File: src/hw/rtl/i2cms_pkg.sv
// Shared types, codes and constants of the I2C master bit sequencer.
`default_nettype none

package i2cms_pkg;

  typedef enum logic [2:0] {
    OP_IDLE  = 3'd0,
    OP_START = 3'd1,
    OP_STOP  = 3'd2,
    OP_SEND  = 3'd3,
    OP_RECV  = 3'd4,
    OP_ACK   = 3'd5,
    OP_RDACK = 3'd6
  } op_e_t;

  localparam logic [15:0] PHASE_TICKS_RST = 16'd10;

  typedef struct packed {
    logic [2:0] command;
    logic [7:0] tx_byte;
    logic       ack_level;
    logic       sda_line;
  } req_t;

  typedef struct packed {
    logic       scl_out;
    logic       sda_out;
    logic       busy_res;
    logic       done_res;
    logic [7:0] rx_byte;
    logic       ack_seen;
  } res_t;

  typedef struct packed {
    logic        scl;
    logic        sda;
    op_e_t       op;
    logic [4:0]  idx;
    logic [15:0] cnt;
    logic [7:0]  tx;
    logic [7:0]  rx;
    logic        ack;
  } state_t;

  // Number of pin phases in each operation.
  function automatic logic [4:0] op_len(op_e_t op);
    logic [4:0] n;
    case (op)
      OP_START: n = 5'd4;
      OP_STOP:  n = 5'd4;
      OP_SEND:  n = 5'd16;
      OP_RECV:  n = 5'd18;
      OP_ACK:   n = 5'd3;
      OP_RDACK: n = 5'd3;
      default:  n = 5'd0;
    endcase
    return n;
  endfunction

endpackage

`default_nettype wire

File: src/hw/rtl/i2cms_if.sv
// Valid/ready channel interfaces for requests and results.
`default_nettype none

interface i2cms_in_if;
  logic       valid;
  logic       ready;
  logic [2:0] command;
  logic [7:0] tx_byte;
  logic       ack_level;
  logic       sda_line;

  modport source (output valid, command, tx_byte, ack_level, sda_line, input ready);
  modport sink (input valid, command, tx_byte, ack_level, sda_line, output ready);
endinterface

interface i2cms_out_if;
  logic       valid;
  logic       ready;
  logic       scl_out;
  logic       sda_out;
  logic       busy_res;
  logic       done_res;
  logic [7:0] rx_byte;
  logic       ack_seen;

  modport source (output valid, scl_out, sda_out, busy_res, done_res, rx_byte, ack_seen,
                  input ready);
  modport sink (input valid, scl_out, sda_out, busy_res, done_res, rx_byte, ack_seen,
                output ready);
endinterface

`default_nettype wire

File: src/hw/rtl/i2cms_step.sv
// Next-state and result logic for one tick of the bit sequencer.
`default_nettype none

module i2cms_step (
  input  var i2cms_pkg::state_t st,
  input  var i2cms_pkg::req_t   req,
  input  wire logic [15:0]      phase_ticks,
  output i2cms_pkg::state_t     st_nxt,
  output i2cms_pkg::res_t       res
);

  // Pin change at the beginning of phase idx of the current operation.
  function automatic i2cms_pkg::state_t enter_phase(i2cms_pkg::state_t s, logic [4:0] idx);
    i2cms_pkg::state_t r;
    r = s;
    case (s.op)
      i2cms_pkg::OP_START, i2cms_pkg::OP_STOP: begin
        if (idx == 5'd0) r.scl = 1'b0;
        else if (idx == 5'd1) r.sda = (s.op == i2cms_pkg::OP_START);
        else if (idx == 5'd2) r.scl = 1'b1;
        else r.sda = (s.op == i2cms_pkg::OP_STOP);
      end
      i2cms_pkg::OP_SEND: begin
        if (!idx[0]) begin
          r.scl = 1'b0;
        end else begin
          r.scl = 1'b1;
          r.sda = s.tx[7];
          r.tx  = {s.tx[6:0], 1'b0};
        end
      end
      i2cms_pkg::OP_RECV: begin
        if (idx == 5'd0) r.scl = 1'b0;
        else if (idx == 5'd1) r.sda = 1'b1;
        else r.scl = !idx[0];
      end
      i2cms_pkg::OP_ACK, i2cms_pkg::OP_RDACK: begin
        if (idx == 5'd0) begin
          r.scl = 1'b0;
        end else if (idx == 5'd1) begin
          if (s.op == i2cms_pkg::OP_ACK) begin
            r.sda = s.tx[7];
            r.tx  = {s.tx[6:0], 1'b0};
          end else begin
            r.sda = 1'b1;
          end
        end else begin
          r.scl = 1'b1;
        end
      end
      default: ;
    endcase
    return r;
  endfunction

  i2cms_pkg::state_t a;
  i2cms_pkg::state_t b;
  logic              start_ok;
  logic              phase_end;
  logic              done;
  logic [15:0]       len;
  logic [16:0]       cnt_inc;
  logic [4:0]        idx_inc;

  always_comb begin
    a = st;
    start_ok = (st.op == i2cms_pkg::OP_IDLE)
            && (req.command >= 3'(i2cms_pkg::OP_START))
            && (req.command <= 3'(i2cms_pkg::OP_RDACK));
    if (start_ok) begin
      a.op  = i2cms_pkg::op_e_t'(req.command);
      a.idx = 5'd0;
      a.cnt = 16'd0;
      if (a.op == i2cms_pkg::OP_SEND) a.tx = req.tx_byte;
      else if (a.op == i2cms_pkg::OP_ACK) a.tx = {req.ack_level, 7'd0};
      a = enter_phase(a, 5'd0);
    end

    len       = (phase_ticks == 16'd0) ? 16'd1 : phase_ticks;
    cnt_inc   = {1'b0, a.cnt} + 17'd1;
    phase_end = (cnt_inc >= {1'b0, len});
    idx_inc   = a.idx + 5'd1;

    b    = a;
    done = 1'b0;
    if (a.op != i2cms_pkg::OP_IDLE) begin
      if (phase_end) begin
        // sample SDA at the end of SCL-high phases of the reading operations
        if (a.op == i2cms_pkg::OP_RECV && a.idx >= 5'd2 && !a.idx[0]) begin
          b.rx = {a.rx[6:0], req.sda_line};
        end else if (a.op == i2cms_pkg::OP_RDACK && a.idx == 5'd2) begin
          b.ack = req.sda_line;
        end
        b.idx = idx_inc;
        b.cnt = 16'd0;
        if (idx_inc >= i2cms_pkg::op_len(a.op)) begin
          b.op  = i2cms_pkg::OP_IDLE;
          b.idx = 5'd0;
          done  = 1'b1;
        end else begin
          b = enter_phase(b, idx_inc);
        end
      end else begin
        b.cnt = cnt_inc[15:0];
      end
    end

    st_nxt       = b;
    res.scl_out  = b.scl;
    res.sda_out  = b.sda;
    res.busy_res = (b.op != i2cms_pkg::OP_IDLE);
    res.done_res = done;
    res.rx_byte  = b.rx;
    res.ack_seen = b.ack;
  end

endmodule

`default_nettype wire

File: src/hw/rtl/i2c_master_bit_sequencer.sv
// Top level of the I2C master bit sequencer: input, state and result registers.
//
//   channel  | dir | handshake        | payload
//   in_chan  | in  | valid/ready      | command, tx_byte, ack_level, sda_line (one tick)
//   out_chan | out | valid/ready      | scl_out, sda_out, busy_res, done_res, rx_byte, ack_seen
//   cfg_     | in  | cfg_we, no ready | cfg_wdata = phase_ticks
//
// One request per clock while the result is not stalled; each gives one result, registered
// in the input register, then passed through the step logic into the result register.
// Sequencer state advances when a request moves from the input register to the result register.
// A stalled result holds the result register; an empty input register still takes one request.
// Reset: synchronous, clears pipeline valids and sequencer state, phase_ticks back to 10.
`default_nettype none

module i2c_master_bit_sequencer (
  input  wire logic        clk,
  input  wire logic        rst_n,
  i2cms_in_if.sink         in_chan,
  i2cms_out_if.source      out_chan,
  input  wire logic        cfg_we,
  input  wire logic [15:0] cfg_wdata
);

  logic [15:0]       phase_ticks_r;
  logic              s1_v_r;
  i2cms_pkg::req_t   s1_r;
  i2cms_pkg::state_t st_r;
  i2cms_pkg::state_t st_nxt;
  logic              out_v_r;
  i2cms_pkg::res_t   out_r;
  i2cms_pkg::res_t   res_nxt;
  logic              s1_go;
  logic              in_take;

  assign s1_go   = s1_v_r && (!out_v_r || out_chan.ready);
  assign in_take = in_chan.valid && in_chan.ready;
  assign in_chan.ready = !s1_v_r || s1_go;

  i2cms_step u_step (
    .st          (st_r),
    .req         (s1_r),
    .phase_ticks (phase_ticks_r),
    .st_nxt      (st_nxt),
    .res         (res_nxt)
  );

  always_ff @(posedge clk) begin
    if (!rst_n) begin
      phase_ticks_r <= i2cms_pkg::PHASE_TICKS_RST;
      s1_v_r        <= 1'b0;
      out_v_r       <= 1'b0;
      st_r.scl      <= 1'b1;
      st_r.sda      <= 1'b1;
      st_r.op       <= i2cms_pkg::OP_IDLE;
      st_r.idx      <= 5'd0;
      st_r.cnt      <= 16'd0;
      st_r.tx       <= 8'd0;
      st_r.rx       <= 8'd0;
      st_r.ack      <= 1'b0;
    end else begin
      if (cfg_we) phase_ticks_r <= cfg_wdata;
      if (in_chan.ready) s1_v_r <= in_chan.valid;
      if (s1_go) begin
        st_r    <= st_nxt;
        out_v_r <= 1'b1;
      end else if (out_chan.ready) begin
        out_v_r <= 1'b0;
      end
    end
  end

  always_ff @(posedge clk) begin
    if (in_take) begin
      s1_r.command   <= in_chan.command;
      s1_r.tx_byte   <= in_chan.tx_byte;
      s1_r.ack_level <= in_chan.ack_level;
      s1_r.sda_line  <= in_chan.sda_line;
    end
    if (s1_go) out_r <= res_nxt;
  end

  assign out_chan.valid    = out_v_r;
  assign out_chan.scl_out  = out_r.scl_out;
  assign out_chan.sda_out  = out_r.sda_out;
  assign out_chan.busy_res = out_r.busy_res;
  assign out_chan.done_res = out_r.done_res;
  assign out_chan.rx_byte  = out_r.rx_byte;
  assign out_chan.ack_seen = out_r.ack_seen;

  a_idle_clean: assert property (@(posedge clk) disable iff (!rst_n)
    (st_r.op == i2cms_pkg::OP_IDLE) |-> (st_r.idx == 5'd0 && st_r.cnt == 16'd0))
    else $error("idle sequencer with nonzero phase or tick count");

  a_idx_range: assert property (@(posedge clk) disable iff (!rst_n)
    (st_r.op != i2cms_pkg::OP_IDLE) |-> (st_r.idx < i2cms_pkg::op_len(st_r.op)))
    else $error("phase index beyond operation length");

  a_done_not_busy: assert property (@(posedge clk) disable iff (!rst_n)
    (out_v_r && out_r.done_res) |-> !out_r.busy_res)
    else $error("result flags done and busy together");

  a_state_moves_with_result: assert property (@(posedge clk) disable iff (!rst_n)
    (!s1_go && out_v_r && !out_chan.ready) |=> $stable(st_r))
    else $error("sequencer state changed while result stalled");

endmodule

`default_nettype wire
File: src/flat_wrapper.sv
// flat-port wrapper written by rule: the top's interface ports become plain ports
module i2c_master_bit_sequencer_flat 
  (clk, rst_n, cfg_we, cfg_wdata, in_chan_valid, in_chan_command, in_chan_tx_byte, in_chan_ack_level, in_chan_sda_line, in_chan_ready, out_chan_valid, out_chan_scl_out, out_chan_sda_out, out_chan_busy_res, out_chan_done_res, out_chan_rx_byte, out_chan_ack_seen, out_chan_ready);
  i2cms_in_if in_chan_i ();
  i2cms_out_if out_chan_i ();
  input  wire logic clk;
  input  wire logic rst_n;
  input  wire logic cfg_we;
  input  wire logic [15:0] cfg_wdata;
  input wire logic [$bits(in_chan_i.valid)-1:0] in_chan_valid;
  input wire logic [$bits(in_chan_i.command)-1:0] in_chan_command;
  input wire logic [$bits(in_chan_i.tx_byte)-1:0] in_chan_tx_byte;
  input wire logic [$bits(in_chan_i.ack_level)-1:0] in_chan_ack_level;
  input wire logic [$bits(in_chan_i.sda_line)-1:0] in_chan_sda_line;
  output wire logic [$bits(in_chan_i.ready)-1:0] in_chan_ready;
  output wire logic [$bits(out_chan_i.valid)-1:0] out_chan_valid;
  output wire logic [$bits(out_chan_i.scl_out)-1:0] out_chan_scl_out;
  output wire logic [$bits(out_chan_i.sda_out)-1:0] out_chan_sda_out;
  output wire logic [$bits(out_chan_i.busy_res)-1:0] out_chan_busy_res;
  output wire logic [$bits(out_chan_i.done_res)-1:0] out_chan_done_res;
  output wire logic [$bits(out_chan_i.rx_byte)-1:0] out_chan_rx_byte;
  output wire logic [$bits(out_chan_i.ack_seen)-1:0] out_chan_ack_seen;
  input wire logic [$bits(out_chan_i.ready)-1:0] out_chan_ready;
  assign in_chan_i.valid = in_chan_valid;
  assign in_chan_i.command = in_chan_command;
  assign in_chan_i.tx_byte = in_chan_tx_byte;
  assign in_chan_i.ack_level = in_chan_ack_level;
  assign in_chan_i.sda_line = in_chan_sda_line;
  assign in_chan_ready = in_chan_i.ready;
  assign out_chan_valid = out_chan_i.valid;
  assign out_chan_scl_out = out_chan_i.scl_out;
  assign out_chan_sda_out = out_chan_i.sda_out;
  assign out_chan_busy_res = out_chan_i.busy_res;
  assign out_chan_done_res = out_chan_i.done_res;
  assign out_chan_rx_byte = out_chan_i.rx_byte;
  assign out_chan_ack_seen = out_chan_i.ack_seen;
  assign out_chan_i.ready = out_chan_ready;
  i2c_master_bit_sequencer u_core (.clk(clk), .rst_n(rst_n), .in_chan(in_chan_i), .out_chan(out_chan_i), .cfg_we(cfg_we), .cfg_wdata(cfg_wdata));
endmodule
File: config.mk
export PLATFORM = sky130hd
export DESIGN_NAME = i2c_master_bit_sequencer_flat
export DESIGN_NICKNAME = d
export VERILOG_FILES = /design/src/hw/rtl/i2cms_pkg.sv /design/src/hw/rtl/i2cms_if.sv /design/src/hw/rtl/i2cms_step.sv /design/src/hw/rtl/i2c_master_bit_sequencer.sv /design/src/flat_wrapper.sv
export SDC_FILE = /design/constraint.sdc
export NUM_CORES = 1
export LEC_CHECK = 0
export ABC_AREA = 1
export BUFFER_PORTS_ARGS = -buffer_cell sky130_fd_sc_hd__buf_2
export CORE_ASPECT_RATIO = 0.9
export CORE_UTILIZATION = 28
export CTS_BUF_LIST = sky130_fd_sc_hd__clkbuf_4 sky130_fd_sc_hd__clkbuf_8
export DETAILED_ROUTE_END_ITERATION = 7
export HOLD_SLACK_MARGIN = 0.15
export PLACE_DENSITY = 0.44
export SLEW_MARGIN = 15
export SYNTH_ARGS = -nofsm -noshare
export SYNTH_HDL_FRONTEND = slang
export SYNTH_SLANG_ARGS = --single-unit
File: constraint.sdc
create_clock -name clk -period 6.62 [get_ports clk]
set_clock_uncertainty 0.1 [all_clocks]
set_input_delay 1.986 -clock clk [delete_from_list [all_inputs] [get_ports clk]]
set_output_delay 1.986 -clock clk [all_outputs]
set_load 0.005 [all_outputs]
Word-level counts from Yosys, hierarchy flattened

Index checks and enable logic that the tools add are counted.

$add $sub $neg: 2
Magnitude comparators: 5
Equal/unequal tests: 15
Multiplexer cells: 44
Reductions and logical operators: 23

Operators by type and width:

| kind                    | number |
|---|---|
| $mux W43                | 2 |
| $mux W8                 | 8 |
| $mux W17                | 2 |
| $mux W16                | 2 |
| $mux W1                 | 23 |
| $pmux W5 S4             | 1 |
| $eq A3 B3 Y1 const B    | 6 |
| $add A16 B1 Y17 const B | 1 |
| $ge A17 B16 Y1          | 1 |
| $logic_not A16 Y1       | 1 |
| $pmux W8 S2             | 1 |
| $eq A3 B2 Y1 const B    | 4 |
| $eq A5 B2 Y1 const B    | 2 |
| $mux W10                | 1 |
| $mux W5                 | 2 |
| $pmux W2 S4             | 1 |
| $logic_and A1 B1 Y1     | 7 |
| $eq A3 B1 Y1 const B    | 2 |
| $reduce_bool A3 Y1      | 2 |
| $reduce_or A6 Y1        | 1 |
| $add A5 B1 Y5 const B   | 1 |
| $eq A5 B1 Y1 const B    | 1 |
| $ge A5 B2 Y1 const B    | 1 |
| $ge A5 B5 Y1            | 1 |
| other kinds (10)        | 15 |

Flip-flop bits (word level): 87
Input bits: 34
Output and inout bits: 15
Logic and storage cells: 110

Longest topological paths before layout

Gate-level depths: netlist of run 1.

Depth in word-level cells: 14
Mapped depth: 32
Mapped depth without buffers: 31

Modules after synthesis

From an unflattened synthesis of run 1, not the netlist that was laid out.

Cells, all modules: 860
Area total of the unflattened synthesis: 5,969.5 sq um

By module, submodules not included:

| module                   | instances | cells an instance | area an instance (sq um) | seq. area each (sq um) |
|---|---|---|---|---|
| i2c_master_bit_sequencer | 1         | 386               | 3,387.0                  | 2,001.9 |
| i2cms_step               | 1         | 474               | 2,582.5                  | 0.0 |

Worst setup path after synthesis of run 1

No wires, ideal clock.

Path type: input-to-output
Start point: input port out_chan_ready
End point: output port in_chan_ready
Arrival time: 2.135 ns
Data required time: 4.534 ns
Setup slack: 2.399 ns
Cell stages on the path: 2
Path buffers: 0
Cell sequence: inv_1 > nand3_1

Word-level cells in the longest chain between the ends: 3

RTL lines:

| element             | RTL line                       | text |
|---|---|---|
| start: declaration  | flat_wrapper.sv:23             | `input wire logic [$bits(out_chan_i.ready)-1:0] out_chan_ready;` |
| $logic_or A1 B1 Y1  | i2c_master_bit_sequencer.sv:35 | `assign s1_go = s1_v_r && (!out_v_r \|\| out_chan.ready);` |
| $logic_and A1 B1 Y1 | i2c_master_bit_sequencer.sv:35 |  |
| $logic_or A1 B1 Y1  | i2c_master_bit_sequencer.sv:37 | `assign in_chan.ready = !s1_v_r \|\| s1_go;` |
| end: declaration    | flat_wrapper.sv:15             | `output wire logic [$bits(in_chan_i.ready)-1:0] in_chan_ready;` |

Every way passes these cells.

==> flow_metrics.tcl, run 1 <==
set metrics [dict create \
    ios 49 \
    setup_viol 0 \
    synthAdderAreaFrac 0.0617 \
    fillCellCount 1964 \
    place_area_um2 5740 \
    drtIter0Drc 280 \
    core_area_um2 18400 \
    synth_cell_types 46 \
    clockBufferDepth 2 \
    power_frac_comb 0.220 \
    required_ns 6.68 \
    grt_max_degree 51 \
    synth_top_family_by_area "simple AND/OR/NAND/NOR gates" \
    synth_area_um2 5270 \
    initial_core_util 0.286 \
    synthTopCellsByArea "dfxtp_1 (23%), edfxtp_1 (15%), nand2_1 (11%)" \
    syn_avg_cell_area_um2 7.34 \
    post-place-cells 991 \
    start_kind "flip-flop" \
    num_rows 47 \
    setup_slack_ns 2.09 \
    final_cell_mix "nand2_1 (161), inv_1 (92), nor2_1 (65)" \
    worstHoldStart "u_core.st_r[16]" \
    maxCapViolations 0 \
    power_mw 1.26 \
    hold-worst-slack_ns 0.375 \
    gp_congestion 0.815 \
    swShare 0.352 \
    clk_pin_slew_ns 0.11 \
    synth_xor_area_frac 0.0216 \
    routedWlPerCell_um 13.2 \
    routed_wl_um 13300 \
    synth_top_area_frac 0.232 \
    first_global_vias 4329 \
    hold_viol_final 0 \
    ys_seq_elements 87 \
    cts_root_buf "clkbuf_8" \
    final_common_cell "nand2_1" \
    utilization 0.322 \
    finalCritPeriodShare 0.685 \
    die-width_um 147 \
    hold_class "flip-flop to flip-flop" \
    layout.nets 817 \
    synth_seq_area_share 0.380 \
    tightest_slew_ns 1.05 \
    die_area_um2 19400 \
    dpl.hpwl_um 9500 \
    drc 0 \
    ir_worst_vdd_uv 125 \
    routed_via_density 4.61 \
    synth_compound_area_frac 0.171 \
    leakagePower_nw 2.69 \
    h-tree-depth 3 \
    die_height_um 132 \
    area_growth_pct 12.6 \
    ant_nets 0 \
    crit_start "u_core.s1_r[12]" \
    yosys.area.top_type "dfxtp_1" \
    grt_antenna_before_repair 0 \
    cts_buffers 9 \
    period_minus_slack_ns 4.53 \
    endpoint_kind "flip-flop" \
    portBuffers 48 \
    clock-sinks 87 \
    max_freq_ghz 0.221 \
    power_density_nw_per_um2 213 \
    syn_inst 718 \
    slew_violations 0 \
    maxSlewHeadroom 0.299 \
    rsz0062_at_grt "no" \
    post_cts_resized 0 \
    crit_type "flip-flop to flip-flop" \
    cts_setup_buffers 0 \
    drt_pass1_iterations 5 \
    tns_ns 0 \
    yosysWarnings 0 \
    clockPowerShare 0.303 \
    insertedDiodeCount 0 \
    crit_arrival_ns 4.60 \
    status "completed" \
    grt_overflow 0 \
    synthMuxAreaShare 0 \
    p_sw_mw 0.445 \
    synth_fp_nets 778 \
    via_count 4645 \
    rr_startpoint "u_core.s1_r[12]" \
    p_int_mw 0.818 \
    p_seq_frac 0.477 \
    grt_pass1_wl_um 22400 \
    holdBufCountCts 0 \
    final_area_um2 5930 \
    synth-simple-area-share 0.271 \
    clkLatencyLatePin_ns 0.40 \
    drive_above_1_share 0.143 \
    instances_no_fill 1007 \
    grt.total_usage 0.145 \
    cp_max_fo 26 \
    cts_tree "built" \
    dpl_worst_slack_ns 2.04 \
]
## flip-flops by register name (all words and copies together) (netlist names)
signal                    cells
u_core.st_r                  43
u_core.phase_ticks_r         16
u_core.s1_r                  13
u_core.out_chan.rx_byte       8
u_core.out_chan.ack_seen      1
u_core.out_chan.busy_res      1
u_core.out_chan.done_res      1
u_core.out_chan.scl_out       1
u_core.out_chan.sda_out       1
u_core.out_chan.valid         1
u_core.s1_v_r                 1
## layout make-up
| class | instances | area [um2] | area share |
|---|---|---|---|
| Clock buffer | 9 | 124 | 0.0209 |
| Clock inverter | 7 | 71.3 | 0.0120 |
| Inverter | 107 | 404 | 0.0681 |
| Multi-Input combinational cell | 502 | 2770 | 0.467 |
| Sequential cell | 87 | 2000 | 0.337 |
| Tap cell | 245 | 307 | 0.0517 |
| Timing Repair Buffer | 50 | 255 | 0.0430 |
## cells by family (layout without fill, tap and decap cells)
kind of cell             Yosys count  after routing
adder cells (fa/ha/maj)           26             26
AO/OA/AOI/OAI                    159            159
buffers and inverters            129            173
XOR/XNOR                          13             13
flip-flops                        87             87
AND/OR/NAND/NOR                  304            304
## worst max-delay path: stages, from the launching register on
cell,delay [ns]
edfxtp_1,0.46
inv_2,0.11
nand3_1,0.11
nand3_4,0.29
inv_2,0.22
nor2_1,0.26
ha_1,0.23
nand3_1,0.10
nor2_1,0.27
nand3_2,0.17
nor2_4,0.14
xor2_1,0.20
ha_1,0.27
nand2_1,0.09
nor2_1,0.05
a211oi_1,0.16
nand2_1,0.08
nand2_1,0.06
nand2_1,0.05
nand2_1,0.09
nand3_4,0.20
nand2_2,0.17
inv_2,0.09
nand2_2,0.09
nand2_1,0.07
and2_1,0.15
## power by group through the flow
| stage | Clock, mW | Sequential, mW | Combinational (mW) |
|---|---|---|---|
| 3_3_place_gp | 0 | 0.614 | 0.277 |
| 6_report | 0.383 | 0.602 | 0.278 |
| 5_1_grt | 0.428 | 0.607 | 0.316 |
| 4_1_cts | 0.406 | 0.602 | 0.281 |
| 3_5_place_dp | 0 | 0.614 | 0.280 |
| 2_1_floorplan | 0 | 0.610 | 0.208 |
## per-layer routing
metal	vias up	share of wire	GRT usage
li1	2449	-	-
met1	2095	0.51	0.206
met2	88	0.44	0.218
met3	13	0.040	0.0367
met4	0	0.014	0.0394
met5	-	0	0
## path summary, 6_finish.rpt
kind | cells after the start | end | slack [ns]
worst max-delay path | 25 | u_core.out_chan.sda_out | 2.09
worst min-delay path | 2 | u_core.st_r[16] | 0.37
worst max register to register | 25 | u_core.out_chan.sda_out | 2.09
worst min register to register | 2 | u_core.st_r[16] | 0.37
## cell usage after synthesis, drive strengths merged
library cell,count
a211oi,1
o22ai,2
buf,3
nor3,9
clkinv,3
o2111ai,3
dfxtp,61
nor4,2
o211ai,5
a22o,1
ha,26
clkbuf,19
and2,2
a21boi,1
nand2,166
edfxtp,26
o41ai,1
a21oi,54
inv,104
o21ai,68
xor2,8
a22oi,5
xnor2,5
nand3,38
nand3b,2
a31oi,15
o21bai,3
nand4,9
nor2,76
(Power assumes the default switching activity.)
==> run 2: changes to the inputs <==
--- a/config.mk
+++ b/config.mk
@@ -12,7 +12,7 @@
 export CTS_BUF_LIST = sky130_fd_sc_hd__clkbuf_4 sky130_fd_sc_hd__clkbuf_8
 export DETAILED_ROUTE_END_ITERATION = 7
 export HOLD_SLACK_MARGIN = 0.15
-export PLACE_DENSITY = 0.44
+export PLACE_DENSITY = 0.45
 export SLEW_MARGIN = 15
 export SYNTH_ARGS = -nofsm -noshare
 export SYNTH_HDL_FRONTEND = slang
==> constraint.sdc (replaced) <==
create_clock -name clk -period 3.8 [get_ports clk]
set_clock_uncertainty 0.1 [all_clocks]
set_input_delay 1.14 -clock clk [delete_from_list [all_inputs] [get_ports clk]]
set_output_delay 1.14 -clock clk [all_outputs]
set_load 0.005 [all_outputs]
==> run 2 against run 1 <==
Net effect: power increased by 88%; critical path depth increased by 4; utilization increased by 2.5 points; combinational power increased by 100%; register-to-register slack got worse by 1.9 ns.
==> flow_metrics.tcl, run 2 (same netlist as run 1, synthesis figures left out) <==
set metrics [dict create \
    fillCellCount 1992 \
    crit_type "flip-flop to flip-flop" \
    cp_slowest_cell "edfxtp_1" \
    cp_top_family "simple AND/OR/NAND/NOR gates" \
    drc 0 \
    period_minus_slack_ns 3.57 \
    critPathMostFrequentCell "nand2_1" \
    status "completed" \
    required_ns 3.99 \
    num_rows 47 \
    setup_viol 0 \
    die-width_um 147 \
    dpl.hpwl_um 9850 \
    routed_via_density 4.49 \
    grt_antenna_before_repair 0 \
    hold_viol_final 0 \
    largest_reg_flops 43 \
    drtIter0Drc 224 \
    portBuffers 48 \
    max_freq_ghz 0.280 \
    insertedDiodeCount 0 \
    cp.depth 29 \
    leakagePower_nw 2.91 \
    grt_pass1_wl_um 22000 \
    endpoint_kind "flip-flop" \
    hold-worst-slack_ns 0.364 \
    clk_pin_slew_ns 0.10 \
    cts_tree "built" \
    cp_max_fo 8 \
    area_growth_pct 21.4 \
    drt_pass1_iterations 4 \
    clkLatencyLatePin_ns 0.39 \
    maxCapViolations 0 \
    crit_arrival_ns 3.76 \
    layout.nets 847 \
    power_density_nw_per_um2 372 \
    routedWlPerCell_um 13.0 \
    clockBufferDepth 2 \
    initial_core_util 0.286 \
    grt.total_usage 0.143 \
    grt_max_degree 57 \
    register_area_um2 2000 \
    gp_congestion 0.794 \
    tns_ns 0 \
    tightest_slew_ns 0.651 \
    ios 49 \
    largest_registers "u_core.st_r x43, u_core.phase_ticks_r x16, u_core.s1_r x13" \
    slew_violations 0 \
    multi_input_area_um2 2930 \
    die_height_um 132 \
    final_cell_mix "nand2_1 (153), inv_1 (90), dfxtp_1 (61)" \
    final_common_cell "nand2_1" \
    clock-sinks 87 \
    regMostFlops "u_core.st_r" \
    maxSlewHeadroom 0.563 \
    cts_root_buf "clkbuf_8" \
    grt_overflow 0 \
    hold_class "flip-flop to flip-flop" \
    die_area_um2 19400 \
    routed_wl_um 13500 \
    holdBufCountCts 0 \
    path_buf_inv 5 \
    finalCritPeriodShare 0.938 \
    start_kind "flip-flop" \
    worstRegToRegCells 29 \
    ir_worst_vdd_uv 187 \
    via_count 4657 \
    hold_depth 2 \
    first_global_vias 4281 \
    ant_nets 0 \
    slowest_delay_ns 0.43 \
    core_area_um2 18400 \
    drive_above_1_share 0.210 \
    cts_buffers 9 \
    h-tree-depth 3 \
]
run 2: cell count changes in the layout (fill, tap and decap cells not counted), sizes merged:
cell,delta
buf,+30
inv,-3
bufinv,+2
clkinvlp,+1
run 2: worst paths after layout:
check | start | end | slack, ns
worst max-delay path | u_core.s1_r[10] | u_core.st_r[6] | 0.23
worst min-delay path | u_core.phase_ticks_r[0] | u_core.phase_ticks_r[0] | 0.36
worst max register to register | u_core.s1_r[10] | u_core.st_r[6] | 0.23
worst min register to register | u_core.phase_ticks_r[0] | u_core.phase_ticks_r[0] | 0.36
run 2: per-stage QoR:
stage | utilization | power [mW] | cells | worst slack, ns | area [um2]
global route | 0.348 | 2.52 | 1037 | -0.0555 | 6400
finish | 0.348 | 2.38 | 1037 | 0.234 | 6400
CTS | 0.336 | 2.39 | 1032 | 0.0387 | 6180
global placement | 0.324 | 1.61 | 1016 | 0.0562 | 5960
floorplan | - | 1.43 | 718 | 0.00402 | 5280
detailed placement | 0.324 | 1.60 | 1016 | 0.0474 | 5960
run 2: tightest hold or removal path, cell delays in order, from the launching register on:
cell,delay [ns]
dfxtp_1,0.31
inv_1,0.06
a21oi_1,0.06
run 2: repair_timing:
action	4_1_cts	5_1_grt
resized for setup	0	41
buffers inserted	0	5
endpoints found under the setup margin	0	56
run 2: metal layers:
metal / share of wire / vias up / track usage
met5: 0 / - / 0
met4: 0.012 / 0 / 0.0399
met3: 0.026 / 14 / 0.0277
met2: 0.42 / 49 / 0.212
met1: 0.54 / 2074 / 0.208
li1: - / 2520 / -
run 2: final cells by class:
type	instances	share of cell area
repair buffers	80	0.0821
multi-input cells	502	0.457
inverters	107	0.0639
flip-flops and latches	87	0.313
well taps	245	0.0479
clock buffers	9	0.0194
clock inverters	7	0.0164
run 2: where the power goes:
part	switching (mW)	leakage, nW	total (mW)	internal (mW)
clock	0.387	0.112	0.766	0.379
sequential	0.0304	0.752	1.05	1.02
combinational	0.362	2.04	0.562	0.201
total	0.779	2.91	2.38	1.60
==> run 3: changes to the inputs <==
--- a/config.mk
+++ b/config.mk
@@ -12,7 +12,7 @@
 export CTS_BUF_LIST = sky130_fd_sc_hd__clkbuf_4 sky130_fd_sc_hd__clkbuf_8
 export DETAILED_ROUTE_END_ITERATION = 7
 export HOLD_SLACK_MARGIN = 0.15
-export PLACE_DENSITY = 0.45
+export PLACE_DENSITY = 0.44
 export SLEW_MARGIN = 15
 export SYNTH_ARGS = -nofsm -noshare
 export SYNTH_HDL_FRONTEND = slang
==> constraint.sdc (replaced) <==
create_clock -name clk -period 4.05 [get_ports clk]
set_clock_uncertainty 0.1 [all_clocks]
set_input_delay 1.215 -clock clk [delete_from_list [all_inputs] [get_ports clk]]
set_output_delay 1.215 -clock clk [all_outputs]
set_load 0.005 [all_outputs]
==> run 3 against run 2 <==
Net effect: design area down 3.5%; register-to-register slack better by 0.07 ns; global-route usage up 0.35 points; first-iteration DRC count up 22%; clock-buffer cell count up 1; hold slack better by 0.011 ns; flip-flop and latch count unchanged; utilization down 1.2 points; sequential share of layout area up 1.1 points; critical path type unchanged; largest power group unchanged.
==> flow_metrics.tcl, run 3 (same netlist as run 1, synthesis figures left out) <==
set metrics [dict create \
    status "completed" \
    p_sw_mw 0.717 \
    final_cell_mix "nand2_1 (159), inv_1 (89), dfxtp_1 (61)" \
    area_growth_pct 17.2 \
    grt.total_usage 0.146 \
    insertedDiodeCount 0 \
    dpl.hpwl_um 9860 \
    rr_startpoint "u_core.s1_r[10]" \
    clockBufferDepth 2 \
    hold_class "flip-flop to flip-flop" \
    period_minus_slack_ns 3.75 \
    ios 49 \
    die_area_um2 19400 \
    utilization 0.336 \
    via_count 4748 \
    crit_start "u_core.s1_r[10]" \
    grt_antenna_before_repair 0 \
    core_area_um2 18400 \
    drtIter0Drc 274 \
    grt_pass1_wl_um 22300 \
    initial_core_util 0.286 \
    swShare 0.344 \
    cts_root_buf "clkbuf_8" \
    p_int_mw 1.37 \
    clock-sinks 87 \
    drt_pass1_iterations 5 \
    start_kind "flip-flop" \
    tns_ns 0 \
    largest_registers "u_core.st_r x43, u_core.phase_ticks_r x16, u_core.s1_r x13" \
    largest_reg_flops 43 \
    hold-worst-slack_ns 0.375 \
    hold_viol_final 0 \
    crit_arrival_ns 3.80 \
    num_rows 47 \
    setup_slack_ns 0.303 \
    gp_congestion 0.838 \
    cts_tree "built" \
    layout.nets 838 \
    drive_above_1_share 0.188 \
    maxSlewHeadroom 0.567 \
    slowest_delay_ns 0.43 \
    clockPowerShare 0.288 \
    p_seq_frac 0.473 \
    die-width_um 147 \
    endpoint_kind "flip-flop" \
    cp_top_family "simple AND/OR/NAND/NOR gates" \
    ant_nets 0 \
    cp_max_fo 11 \
    drc 0 \
    maxCapViolations 0 \
    max_freq_ghz 0.267 \
    grt_max_degree 52 \
    clk_pin_slew_ns 0.10 \
    holdBufCountCts 0 \
    die_height_um 132 \
    worstHoldStart "u_core.st_r[16]" \
    portBuffers 48 \
    path_buf_inv 6 \
    power_frac_comb 0.239 \
    tightest_slew_ns 0.649 \
    final_common_cell "nand2_1" \
    critPathMostFrequentCell "nand2_1" \
    dpl_worst_slack_ns 0.0558 \
    first_global_vias 4389 \
    leakagePower_nw 2.82 \
    routedWlPerCell_um 13.4 \
    setup_viol 0 \
    finalCritPeriodShare 0.925 \
    crit_type "flip-flop to flip-flop" \
    routed_via_density 4.62 \
    cp_slowest_cell "edfxtp_1" \
    required_ns 4.10 \
    clkLatencyLatePin_ns 0.39 \
    grt_overflow 0 \
    slew_violations 0 \
    regMostFlops "u_core.st_r" \
    cts_buffers 9 \
    power_density_nw_per_um2 337 \
    routed_wl_um 13700 \
    ir_worst_vdd_uv 154 \
    h-tree-depth 3 \
]
-- run 3: worst min-delay path, stage by stage (launching register included) --
cell	delay [ns]
dfxtp_1	0.32
nand2_1	0.06
a21oi_1	0.06
-- run 3: power groups by stage --
stage               clock (mW)  combinational [mW]  sequential (mW)
floorplan                    0               0.339            0.997
global placement             0               0.479             1.00
detailed placement           0               0.483             1.00
CTS                      0.631               0.485            0.985
global route             0.667               0.562            0.993
finish                   0.600               0.498            0.985
-- run 3: path summary, 6_finish.rpt --
| kind | end | slack (ns) | depth (start not counted) |
|---|---|---|---|
| max reg2reg | u_core.out_chan.scl_out | 0.30 | 29 |
| min | u_core.st_r[16] | 0.37 | 2 |
| max | u_core.out_chan.scl_out | 0.30 | 29 |
| min reg2reg | u_core.st_r[16] | 0.37 | 2 |
-- run 3: metrics by stage --
step	std cells	power, mW	instance area (um2)
after floorplan	718	1.34	5270
after CTS	1020	2.10	6030
after global placement	1004	1.48	5850
final	1028	2.08	6180
after global routing	1028	2.22	6180
after detailed placement	1004	1.49	5850
-- run 3: area by class of cell --
cell class                 count  area [um2]
inverter                     107         404
clock inverter                 6        43.8
clock buffer                  10         138
sequential                    87        2000
multi-input combinational    502        2860
fill                        1942       12200
timing repair buffer          71         425
tap                          245         307
-- run 3: timing repair --
item                                    in CTS  in global routing
hold endpoints to repair                     0                  0
setup buffers                                0                  8
endpoints found under the setup margin       0                 54
gates resized for setup                      0                 22
-- run 3: layer usage --
metal	global-route usage	part of all wire	vias to the layer above
met3	0.0370	0.038	15
met4	0.0422	0.011	0
met1	0.208	0.53	2162
li1	-	-	2490
met5	0	0	-
met2	0.216	0.42	81
